### config.mk
export PLATFORM = sky130hd
export DESIGN_NAME = utf8_codepoint_decoder
export DESIGN_NICKNAME = d
export VERILOG_FILES = /design/src/rtl/core/ucd_pkg.sv /design/src/rtl/core/ucd_ctrl.sv /design/src/rtl/core/ucd_dp.sv /design/src/rtl/core/utf8_codepoint_decoder.sv
export SDC_FILE = /design/constraint.sdc
export NUM_CORES = 1
export LEC_CHECK = 0
export BUFFER_PORTS_ARGS = -buffer_cell sky130_fd_sc_hd__buf_2
export CORE_ASPECT_RATIO = 1.2
export CORE_MARGIN = 2
export CORE_UTILIZATION = 55
export CTS_CLUSTER_SIZE = 30
export DETAILED_ROUTE_END_ITERATION = 16
export PLACE_DENSITY = 0.74
export SLEW_MARGIN = 10
export SYNTH_ARGS = -nofsm -noshare
export SYNTH_HDL_FRONTEND = slang
export SYNTH_SLANG_ARGS = --single-unit
### constraint.sdc
create_clock -name clk -period 9.6 [get_ports clk]
set_input_delay 1.44 -clock clk [delete_from_list [all_inputs] [get_ports clk]]
set_output_delay 1.44 -clock clk [all_outputs]
set_load 0.01 [all_outputs]
### src/rtl/core/ucd_pkg.sv
// Shared types, decode functions and controller encodings for the UTF-8 code point decoder.
// Depends on nothing; every other file in rtl/core uses it by scoped names.
package ucd_pkg;

  localparam int ByteW  = 8;
  localparam int CpW    = 21;
  localparam int CntW   = 3;   // holds 0..4 buffered bytes
  localparam int BufN   = 4;
  localparam int IdxW   = 2;

  typedef logic [ByteW-1:0] byte_t;
  typedef logic [CpW-1:0]   cp_t;
  typedef logic [CntW-1:0]  cnt_t;

  typedef enum logic [0:0] {
    ST_IDLE,
    ST_FLUSH
  } ucd_state_t;

  // Commands from the controller to the datapath.
  typedef struct packed {
    logic take_byte;   // accept a byte that does not end the text
    logic take_final;  // accept the final byte into the buffer
    logic flush_step;  // emit one end-of-text result and drop its bytes
  } ucd_cmd_t;

  // Status from the datapath to the controller.
  typedef struct packed {
    logic byte_emits;  // the incoming byte completes a code point
    logic flush_last;  // the current flush result empties the buffer
  } ucd_sts_t;

  typedef struct packed {
    cp_t  cp;
    logic err;
    logic complete;  // the sequence fits in the bytes available
    cnt_t used;      // bytes consumed by this result
  } ucd_dec_t;

  // Sequence length started by a lead byte; zero when the byte cannot lead.
  function automatic cnt_t seq_len(input byte_t c);
    cnt_t len;
    if (c[7] == 1'b0) begin
      len = 3'd1;
    end else if ((c & 8'hE0) == 8'hC0) begin
      len = 3'd2;
    end else if ((c & 8'hF0) == 8'hE0) begin
      len = 3'd3;
    end else if ((c & 8'hF8) == 8'hF0) begin
      len = 3'd4;
    end else begin
      len = 3'd0;
    end
    return len;
  endfunction

  // Decodes the sequence that starts at w0, given how many bytes are present.
  function automatic ucd_dec_t decode(input byte_t w0, input byte_t w1, input byte_t w2,
                                      input byte_t w3, input cnt_t avail);
    ucd_dec_t d;
    cnt_t     len;
    len        = seq_len(w0);
    d.cp       = '0;
    d.err      = 1'b0;
    d.complete = 1'b1;
    d.used     = len;
    if (len == 3'd0) begin
      d.err  = 1'b1;
      d.used = 3'd1;
    end else if (len > avail) begin
      d.err      = 1'b1;
      d.complete = 1'b0;
      d.used     = 3'd1;
    end else begin
      case (len)
        3'd1:    d.cp = CpW'(w0);
        3'd2:    d.cp = CpW'({w0[4:0], w1[5:0]});
        3'd3:    d.cp = CpW'({w0[3:0], w1[5:0], w2[5:0]});
        3'd4:    d.cp = {w0[2:0], w1[5:0], w2[5:0], w3[5:0]};
        default: d.cp = '0;
      endcase
    end
    return d;
  endfunction

endpackage

### src/rtl/core/ucd_ctrl.sv
// Controller state machine of the UTF-8 code point decoder: handshakes and flush sequencing.
// Depends on ucd_pkg; drives ucd_dp through command and status structs.
module ucd_ctrl (
  input  logic              clk,
  input  logic              rst_n,
  input  logic              in_valid,
  input  logic              in_final_byte,
  output logic              in_stall,
  output logic              out_valid,
  input  logic              out_stall,
  input  ucd_pkg::ucd_sts_t sts,
  output ucd_pkg::ucd_cmd_t cmd
);

  ucd_pkg::ucd_state_t state_r, state_nxt;
  logic                out_valid_r, out_valid_nxt;
  logic                out_free;

  assign out_free  = !out_valid_r || !out_stall;
  assign out_valid = out_valid_r;

  always_ff @(posedge clk) begin
    if (!rst_n) begin
      state_r     <= ucd_pkg::ST_IDLE;
      out_valid_r <= 1'b0;
    end else begin
      state_r     <= state_nxt;
      out_valid_r <= out_valid_nxt;
    end
  end

  always_comb begin
    state_nxt = state_r;
    case (state_r)
      ucd_pkg::ST_IDLE: begin
        if (in_valid && out_free && in_final_byte) begin
          state_nxt = ucd_pkg::ST_FLUSH;
        end
      end
      ucd_pkg::ST_FLUSH: begin
        if (out_free && sts.flush_last) begin
          state_nxt = ucd_pkg::ST_IDLE;
        end
      end
      default: state_nxt = ucd_pkg::ST_IDLE;
    endcase
  end

  always_comb begin
    cmd           = '0;
    in_stall      = 1'b1;
    out_valid_nxt = out_valid_r && out_stall;
    case (state_r)
      ucd_pkg::ST_IDLE: begin
        in_stall = !out_free;
        if (in_valid && out_free) begin
          if (in_final_byte) begin
            cmd.take_final = 1'b1;
          end else begin
            cmd.take_byte = 1'b1;
            out_valid_nxt = sts.byte_emits;
          end
        end
      end
      ucd_pkg::ST_FLUSH: begin
        if (out_free) begin
          cmd.flush_step = 1'b1;
          out_valid_nxt  = 1'b1;
        end
      end
      default: begin
        in_stall = 1'b1;
      end
    endcase
  end

endmodule

### src/rtl/core/ucd_dp.sv
// Datapath of the UTF-8 code point decoder: byte buffer, two sequence decoders (streaming and flush), result register.
// Depends on ucd_pkg; controlled by ucd_ctrl.
module ucd_dp (
  input  logic              clk,
  input  logic              rst_n,
  input  ucd_pkg::byte_t    in_text_byte,
  input  ucd_pkg::ucd_cmd_t cmd,
  output ucd_pkg::ucd_sts_t sts,
  output ucd_pkg::cp_t      out_code_point,
  output logic              out_decode_error,
  output logic              out_run_last,
  output logic              out_text_end
);

  ucd_pkg::byte_t   buf_r [ucd_pkg::BufN];
  ucd_pkg::byte_t   buf_nxt [ucd_pkg::BufN];
  ucd_pkg::byte_t   win [ucd_pkg::BufN];
  ucd_pkg::cnt_t    cnt_r, cnt_nxt;
  ucd_pkg::cp_t     cp_r, cp_nxt;
  logic             err_r, err_nxt;
  logic             run_last_r, run_last_nxt;
  logic             text_end_r, text_end_nxt;
  ucd_pkg::ucd_dec_t dec_byte, dec_flush;

  // Window for a streaming byte: the held bytes followed by the new byte.
  always_comb begin
    for (int i = 0; i < ucd_pkg::BufN; i++) begin
      win[i] = (ucd_pkg::CntW'(i) < cnt_r) ? buf_r[i] : in_text_byte;
    end
  end

  assign dec_byte  = ucd_pkg::decode(win[0], win[1], win[2], win[3], cnt_r + 3'd1);
  assign dec_flush = ucd_pkg::decode(buf_r[0], buf_r[1], buf_r[2], buf_r[3], cnt_r);

  assign sts.byte_emits = dec_byte.complete;
  assign sts.flush_last = (dec_flush.used == cnt_r);

  always_comb begin
    buf_nxt      = buf_r;
    cnt_nxt      = cnt_r;
    cp_nxt       = cp_r;
    err_nxt      = err_r;
    run_last_nxt = run_last_r;
    text_end_nxt = text_end_r;
    if (cmd.take_byte) begin
      if (dec_byte.complete) begin
        cnt_nxt      = '0;
        cp_nxt       = dec_byte.cp;
        err_nxt      = dec_byte.err;
        run_last_nxt = 1'b1;
        text_end_nxt = 1'b0;
      end else begin
        buf_nxt[cnt_r[ucd_pkg::IdxW-1:0]] = in_text_byte;
        cnt_nxt = cnt_r + 3'd1;
      end
    end else if (cmd.take_final) begin
      buf_nxt[cnt_r[ucd_pkg::IdxW-1:0]] = in_text_byte;
      cnt_nxt = cnt_r + 3'd1;
    end else if (cmd.flush_step) begin
      // Drop the consumed bytes so the next lead always sits at the front.
      for (int i = 0; i < ucd_pkg::BufN; i++) begin
        case (dec_flush.used)
          3'd1:    if (i + 1 < ucd_pkg::BufN) buf_nxt[i] = buf_r[(i + 1) % ucd_pkg::BufN];
          3'd2:    if (i + 2 < ucd_pkg::BufN) buf_nxt[i] = buf_r[(i + 2) % ucd_pkg::BufN];
          3'd3:    if (i + 3 < ucd_pkg::BufN) buf_nxt[i] = buf_r[(i + 3) % ucd_pkg::BufN];
          default: buf_nxt[i] = buf_r[i];
        endcase
      end
      cnt_nxt      = cnt_r - dec_flush.used;
      cp_nxt       = dec_flush.cp;
      err_nxt      = dec_flush.err;
      run_last_nxt = sts.flush_last;
      text_end_nxt = sts.flush_last;
    end
  end

  always_ff @(posedge clk) begin
    if (!rst_n) begin
      cnt_r <= '0;
    end else begin
      cnt_r <= cnt_nxt;
    end
  end

  always_ff @(posedge clk) begin
    buf_r      <= buf_nxt;
    cp_r       <= cp_nxt;
    err_r      <= err_nxt;
    run_last_r <= run_last_nxt;
    text_end_r <= text_end_nxt;
  end

  assign out_code_point   = cp_r;
  assign out_decode_error = err_r;
  assign out_run_last     = run_last_r;
  assign out_text_end     = text_end_r;

  a_flush_nonempty: assert property (@(posedge clk) disable iff (!rst_n)
    cmd.flush_step |-> cnt_r != 3'd0)
    else $error("flush step with an empty buffer");

  a_stream_holds_partial: assert property (@(posedge clk) disable iff (!rst_n)
    cmd.take_byte && !dec_byte.complete |=> cnt_r != 3'd0 && cnt_r != 3'd4)
    else $error("held sequence count out of range");

endmodule

### src/rtl/core/utf8_codepoint_decoder.sv
// Top level of the UTF-8 code point decoder: joins the controller and the datapath.
// Depends on ucd_pkg, ucd_ctrl and ucd_dp.

// This block turns a UTF-8 text, one byte per word on the input channel, into code points on
// the output channel. A byte below 0x80 is a code point by itself; a lead byte 0xC0-0xDF,
// 0xE0-0xEF or 0xF0-0xF7 opens a sequence of two, three or four bytes whose trailing bytes
// contribute their low six bits without being checked as continuation bytes. A byte that
// cannot lead (0x80-0xBF, 0xF8-0xFF) gives code point 0 with decode_error set. Bytes that
// open or extend a sequence are held and produce no word; the byte that completes it
// produces exactly one. Every result word carries run_last on the last word caused by its
// input byte. When in_final_byte is set, the held bytes plus the final byte are decoded as a
// complete text: a lead whose sequence does not fit gives 0 with decode_error, and the
// bytes after it are decoded again as new leads, so the final byte causes one to four
// words, the last of which carries text_end. Throughput is one byte per cycle for every
// byte that does not end the text, while the output is not stalled. After the final byte
// is accepted, the flush emits its result words one after another while a second sequence
// decoder walks the four-byte buffer; in_stall stays high during that flush. A result waits
// in an output register, so a new byte is accepted in the same cycle the pending word is taken.
// Both channels use valid/stall: a word moves on a clock edge with valid high and stall low.
module utf8_codepoint_decoder (
  input  logic                 clk,
  input  logic                 rst_n,
  input  logic                 in_valid,
  output logic                 in_stall,
  input  ucd_pkg::byte_t       in_text_byte,
  input  logic                 in_final_byte,
  output logic                 out_valid,
  input  logic                 out_stall,
  output ucd_pkg::cp_t         out_code_point,
  output logic                 out_decode_error,
  output logic                 out_run_last,
  output logic                 out_text_end
);

  ucd_pkg::ucd_cmd_t cmd;
  ucd_pkg::ucd_sts_t sts;

  // The controller owns the handshakes and decides when the datapath loads its result
  // register; the datapath reports whether a byte completes a code point and whether a
  // flush result drains the buffer.
  ucd_ctrl u_ctrl (
    .clk           (clk),
    .rst_n         (rst_n),
    .in_valid      (in_valid),
    .in_final_byte (in_final_byte),
    .in_stall      (in_stall),
    .out_valid     (out_valid),
    .out_stall     (out_stall),
    .sts           (sts),
    .cmd           (cmd)
  );

  // The datapath keeps up to four bytes: the sequence in progress and, at the end of a
  // text, the final byte. Separate decoders serve the streaming path and the flush walk.
  ucd_dp u_dp (
    .clk              (clk),
    .rst_n            (rst_n),
    .in_text_byte     (in_text_byte),
    .cmd              (cmd),
    .sts              (sts),
    .out_code_point   (out_code_point),
    .out_decode_error (out_decode_error),
    .out_run_last     (out_run_last),
    .out_text_end     (out_text_end)
  );

  // The end of a text is always the last word of its byte.
  a_end_is_run_last: assert property (@(posedge clk) disable iff (!rst_n)
    out_valid && out_text_end |-> out_run_last)
    else $error("text end without run last");

  // A failed decode always reports code point zero.
  a_error_zero_cp: assert property (@(posedge clk) disable iff (!rst_n)
    out_valid && out_decode_error |-> out_code_point == '0)
    else $error("decode error with nonzero code point");

  // Accepting the final byte starts a flush, during which no byte is taken.
  a_final_starts_flush: assert property (@(posedge clk) disable iff (!rst_n)
    in_valid && !in_stall && in_final_byte |=> in_stall)
    else $error("input accepted right after the final byte");

endmodule

==> metrics.yaml, run 1 <==
grt:
  grt.total_usage_pct: 27.4
  grt_overflow: 0
  first_global_vias: 3727
  antenna_found_initial: 0
  grt_util_met2_pct: 40.9
  grt_max_degree: 63
  met1_usage_pct: 39.0
  grt_pass1_wl_um: 19300
  grt_use_met3_pct: 4.62
  gr-max-usage-layer: "met2"
pwr:
  power.density_nw_per_um2: 328
  seq_power_share_pct: 34.5
  comb_power_share_pct: 52.2
  total_leakage_power_nw: 1.85
  switching_power_mw: 0.735
  power_mw: 1.61
  ir_drop_mv: 0.139
  power.clock.fraction_pct: 13.3
  power_report.internal_total_mw: 0.878
  p_sw_share_pct: 45.6
yosys:
  syn_area_um2: 4540
  yosysMostFrequentCell: "edfxtp_1"
  yosys_warnings: 0
  netlist-cell-type-count: 59
  synth_area_per_cell_um2: 9.90
  synth_seq_cells: 61
  syn-num-nets: 485
  synthCells: 459
  synthFlopType: "edfxtp_1"
  yosysTopAreaCellShare_pct: 37.0
  ys_async_sr_fraction_pct: 0
  synthTopCellsByArea: "edfxtp_1, mux2i_1, nand2_1"
  synth-seq-area-share_pct: 39.2
  synth_top_cells_by_count: "edfxtp_1, mux2i_1, nand2_1"
  synth_edf_count: 56
  yosysTopAreaCell: "edfxtp_1"
layout:
  drive_above_1_share_pct: 17.2
  multi_input_area_um2: 2560
  syn_to_final_growth_pct: 8.32
  nets: 503
  antenna_cells: 0
  regArea_um2: 1780
  nFillCells: 677
floorplanning:
  rows: 36
  dieArea_um2: 9010
  die_x_um: 87.0
  start_util_pct: 56.3
  fp.dieH_um: 104
  ios: 39
  coreArea_um2: 8060
sta:
  rsz0062_at_grt: "no"
  timing.final.max_slew_violations: 0
  setup_viol: 0
  tightest_slew_ns: 1.16
  fin_setup_tns_ns: 0
  clock.fmax_mhz: 210
  period_share_pct: 49.7
  fin_skew_ns: 0.0148
  hold_viol_final: 0
  timing.slew.headroom_pct: 22.6
  fin_crit_ns: 4.77
drt:
  vias: 3912
  vias_per_cell: 6.78
  routed_wl_um: 11900
  firstDrtPassIters: 5
  antenna_left: 0
  wl_per_cell_um: 20.6
  drc_errors: 0
  first_iter_violations: 547
clock_tree:
  cts_tree: "built"
  cts_resized: 0
  cts_root_buf: "clkbuf_8"
  numCtsBuffers: 9
  insertion_delay_ns: 0.37
  post_cts_buffers: 0
  h-tree-depth: 3
  max-clock-path-buffers: 2
  clk_pin_slew_ns: 0.08
  cts_hold_buf: 0
  cts_sinks: 61
outcome:
  status: "completed"
critical_path:
  slowest_delay_ns: 0.99
  start_kind: "flop"
  path_cells: "nor3_4 -> mux2i_1 -> or2_2 -> and2_1 -> ha_1 -> inv_1 -> a211oi_1 -> o21ai_1 -> nor2b_1 -> a31o_2"
  cp.arrival_ns: 5.00
  worst_ep_required_time_ns: 9.83
  crit_slowest_cell: "nor2b_1"
  crit_path_end_kind: "flop"
  crit_fanout: 17
  crit_type: "flop to flop"
placed_design:
  dp_hpwl_um: 8480
  io_buffers: 38
  gp_congestion: 0.941
min_path:
  hp-class: "flop to flop"
run:
  maxCapViolCount: 0
==> cells in the final DEF, fill, tap and decap left out, drive strengths merged, types with 14 or more instances in the layout <==
cell type / instances
mux2i: 51
a211oi: 16
a21oi: 23
edfxtp: 56
nand2: 44
buf: 44
nor2: 22
inv: 14
o21ai: 19
nor2b: 19
==> sequential cells by signal, summed over array words and instances, names as in the netlist <==
register / count
u_dp.out_text_end: 1
u_dp.cnt_r: 3
u_ctrl.out_valid: 1
u_dp.out_run_last: 1
u_dp.buf_r: 32
u_ctrl.state_r: 1
u_dp.out_decode_error: 1
u_dp.out_code_point: 21
==> power groups by stage <==
stage / logic [mW] / clock network, mW / registers [mW]
after floorplan: 0.635 / 0 / 0.523
after detailed placement: 0.825 / 0 / 0.557
after global routing: 0.920 / 0.228 / 0.571
final: 0.842 / 0.215 / 0.557
after CTS: 0.829 / 0.218 / 0.551
after global placement: 0.820 / 0 / 0.558
==> layer usage <==
metal | vias up | wire length [um]
met4 | 0 | 263
met1 | 1839 | 5020
met2 | 214 | 5600
met3 | 24 | 984
met5 | - | 0
li1 | 1835 | -
==> layout make-up <==
type / count / share of cell area [%]
Timing Repair Buffer: 44 / 4.73
Sequential cell: 61 / 36.2
Inverter: 12 / 0.915
Multi-Input combinational cell: 349 / 52.0
Clock buffer: 9 / 2.52
Tap cell: 95 / 2.42
Clock inverter: 7 / 1.17
==> final timing paths <==
path,start,end,slack [ns],cells after the start
worst max-delay path,u_dp.cnt_r[2],u_dp.out_code_point[9],4.83,10
worst min-delay path,u_dp.buf_r[7],u_dp.buf_r[15],0.61,2
worst max register to register,u_dp.cnt_r[2],u_dp.out_code_point[9],4.83,10
worst min register to register,u_dp.buf_r[7],u_dp.buf_r[15],0.61,2
==> kinds of logic (layout without fill, tap and decap cells) <==
group / count (synthesis) / in the layout / synth area share (%)
muxes: 62 / 62 / 14.0
adders and majority gates: 13 / 13 / 3.75
and+or+nand+nor: 118 / 118 / 12.9
DFF: 61 / 61 / 39.2
buffers and inverters: 49 / 72 / 4.46
xor gates and xnor gates: 1 / 1 / 0.496
AOI/OAI and AO/OA: 155 / 155 / 25.2
==> critical path, delay by kind of cell (launching register included) <==
family,cells,cell delay [ns]
AO/OA/AOI/OAI,3,0.92
adder cells (fa/ha/maj),1,0.14
buffers and inverters,1,0.04
flip-flops,1,0.54
multiplexers,1,0.64
AND/OR/NAND/NOR,4,2.35
==> stage by stage <==
| stage | hold WS (ns) | worst slack [ns] | cell area (um^2) | cells | util (%) |
|---|---|---|---|---|---|
| floorplan | 0.562 | 4.95 | 4540 | 459 | - |
| global placement | 0.587 | 4.59 | 4730 | 560 | 58.7 |
| global route | 0.659 | 4.55 | 4920 | 577 | 61.0 |
| detailed placement | 0.608 | 4.50 | 4730 | 560 | 58.7 |
| finish | 0.615 | 4.83 | 4920 | 577 | 61.0 |
| CTS | 0.611 | 4.78 | 4920 | 576 | 61.0 |
Power figures use the tool's default switching activity.
==> inputs of run 2 (changes only) <==
--- a/config.mk
+++ b/config.mk
@@ -5,6 +5,7 @@
 export SDC_FILE = /design/constraint.sdc
 export NUM_CORES = 1
 export LEC_CHECK = 0
+export ABC_AREA = 1
 export BUFFER_PORTS_ARGS = -buffer_cell sky130_fd_sc_hd__buf_2
 export CORE_ASPECT_RATIO = 1.2
 export CORE_MARGIN = 2
==> constraint.sdc (replaced) <==
create_clock -name clk -period 4.5 [get_ports clk]
set_input_delay 0.675 -clock clk [delete_from_list [all_inputs] [get_ports clk]]
set_output_delay 0.675 -clock clk [all_outputs]
set_load 0.01 [all_outputs]
==> metrics.yaml, run 2 <==
layout:
  largest_reg_flops: 32
  fin_util_pct: 61.5
  regArea_um2: 1780
  final_cell_area_um2: 4990
  drive_above_1_share_pct: 13.7
  largest_register: "u_dp.buf_r"
  syn_to_final_growth_pct: 8.67
  nFillCells: 759
  final_common_cell: "nand2_1"
  antenna_cells: 0
  nets: 676
  final_cell_mix: "nand2_1, o21ai_0, inv_1"
  multi_input_area_um2: 2340
critical_path:
  rr_endpoint: "u_dp.out_code_point[7]"
  timing.rr.start: "u_dp.cnt_r[2]"
  timing.reg2reg.setup_slack_ns: 0.89
  start_kind: "flop"
  cp.arrival_ns: 3.63
  crit_path_end_kind: "flop"
  crit_fanout: 24
  crit_type: "flop to flop"
  worst_ep_required_time_ns: 4.52
  r2r_cells: 17
run:
  maxCapViolCount: 0
pwr:
  power_report.internal_total_mw: 1.94
  power.density_nw_per_um2: 780
  switching_power_mw: 1.95
  ir_drop_mv: 0.396
  total_leakage_power_nw: 2.22
  seq_power_share_pct: 30.0
  p_sw_share_pct: 50.1
  power.clock.fraction_pct: 13.5
  comb_power_share_pct: 56.5
yosys:
  synth_top_cells_by_count: "nand2_1, o21ai_0, inv_1"
  synthFlopType: "edfxtp_1"
  synth_seq_cells: 61
  synth_area_per_cell_um2: 7.34
  yosysTopAreaCell: "edfxtp_1"
  netlist-cell-type-count: 36
  synth-seq-area-share_pct: 38.8
  yosys_warnings: 0
  synthTopCellsByArea: "edfxtp_1, nand2_1, o21ai_0"
  syn-num-nets: 651
  ys_async_sr_fraction_pct: 0
  synthCells: 625
  syn_area_um2: 4590
  synth_edf_count: 56
  yosysTopAreaCellShare_pct: 36.7
  yosysMostFrequentCell: "nand2_1"
placed_design:
  dp_hpwl_um: 9780
  io_buffers: 38
  gp_congestion: 0.970
  place_area_um2: 4780
clock_tree:
  post_cts_buffers: 0
  cts_tree: "built"
  clk_pin_slew_ns: 0.07
  h-tree-depth: 3
  cts_resized: 0
  cts_hold_buf: 0
  insertion_delay_ns: 0.35
  numCtsBuffers: 9
  cts_root_buf: "clkbuf_8"
  max-clock-path-buffers: 2
  cts_sinks: 61
sta:
  fin_crit_ns: 3.61
  rsz0062_at_grt: "no"
  tightest_slew_ns: 0.744
  timing.final.max_slew_violations: 0
  fin_setup_tns_ns: 0
  period_share_pct: 80.2
  timing.slew.headroom_pct: 50.1
  hold_viol_final: 0
  clock.fmax_mhz: 277
  setup_viol: 0
  fin_skew_ns: 0.00844
  timing.hold.ws_ns: 0.557
min_path:
  holdPathEnd: "u_ctrl.state_r"
  hp-class: "flop to flop"
  worstHoldStart: "u_ctrl.state_r"
  hold_depth: 2
grt:
  grt_overflow: 0
  first_global_vias: 4025
  grt_pass1_wl_um: 21000
  grt.total_usage_pct: 29.4
  grt_max_degree: 34
  antenna_found_initial: 0
drt:
  routed_wl_um: 12800
  vias: 4421
  wl_per_cell_um: 17.0
  vias_per_cell: 5.89
  antenna_left: 0
  drc_errors: 0
  first_iter_violations: 396
  firstDrtPassIters: 5
floorplanning:
  coreArea_um2: 8110
  fp.dieH_um: 104
  rows: 36
  ios: 39
  dieArea_um2: 9090
  start_util_pct: 56.6
  die_x_um: 87.4
outcome:
  status: "completed"
==> run 2: worst max path at each step <==
| stage | cells after the start | slack (ns) | start | to |
|---|---|---|---|---|
| 2_1_floorplan | 14 | 0.68 | in_text_byte[4] | u_dp.out_code_point[0] |
| 3_3_place_gp | 12 | 1.04 | u_dp.cnt_r[1] | u_dp.out_code_point[3] |
| 3_5_place_dp | 16 | 0.94 | u_dp.cnt_r[2] | u_dp.out_code_point[3] |
| 4_1_cts | 16 | 0.89 | u_dp.cnt_r[2] | u_dp.out_code_point[7] |
| 5_1_grt | 16 | 0.60 | u_dp.cnt_r[2] | u_dp.out_code_point[7] |
| 6_report | 17 | 0.89 | u_dp.cnt_r[2] | u_dp.out_code_point[7] |
==> run 2: power groups by stage <==
stage | registers, mW | logic [mW] | clock network (mW)
finish | 1.17 | 2.20 | 0.525
global route | 1.19 | 2.47 | 0.557
CTS | 1.16 | 2.16 | 0.535
detailed placement | 1.17 | 2.15 | 0
global placement | 1.17 | 2.14 | 0
floorplan | 1.11 | 1.68 | 0
==> run 2: layer usage <==
layer  wire length, um  global-route usage (%)  vias to the layer above
li1                  -                       -                     2167
met1              5800                    43.6                     2029
met2              5840                    43.2                      199
met3               859                    4.92                       26
met4               257                    10.1                        0
met5                 0                       0                        -
==> run 2: kinds of logic after synthesis <==
group | count (synthesis) | share of synthesized area, %
AND/OR/NAND/NOR | 270 | 26.2
AO/OA/AOI/OAI | 166 | 20.2
buffers and inverters | 111 | 10.2
flip-flops | 61 | 38.8
adder cells (fa/ha/maj) | 13 | 3.71
multiplexers | 3 | 0.709
XOR/XNOR | 1 | 0.191
==> run 2: cell type report <==
class | count | area share [%]
sequential | 61 | 35.7
multi-input combinational | 453 | 47.0
tap | 95 | 2.38
timing repair buffer | 43 | 4.57
inverter | 82 | 6.22
clock buffer | 10 | 2.56
clock inverter | 6 | 1.56
==> run 2: through the flow <==
| step | setup WS [ns] | power [mW] | std cells |
|---|---|---|---|
| 2_1_floorplan | 0.683 | 2.79 | 625 |
| 3_3_place_gp | 1.04 | 3.31 | 734 |
| 3_5_place_dp | 0.942 | 3.32 | 734 |
| 4_1_cts | 0.885 | 3.86 | 750 |
| 5_1_grt | 0.597 | 4.21 | 750 |
| 6_report | 0.890 | 3.89 | 750 |
==> run 2: worst max-delay path: stages (launching register included) <==
cell,delay [ns]
dfxtp_1,0.52
nor2_8,0.34
nand2_4,0.15
nand2_1,0.14
nand2_4,0.13
inv_2,0.11
nand2_1,0.09
nor2_4,0.31
nor2_1,0.09
ha_1,0.29
nand3_1,0.06
o21ai_0,0.12
inv_1,0.13
nand2_1,0.12
a21oi_1,0.07
buf_4,0.20
nor2_2,0.09
buf_4,0.30
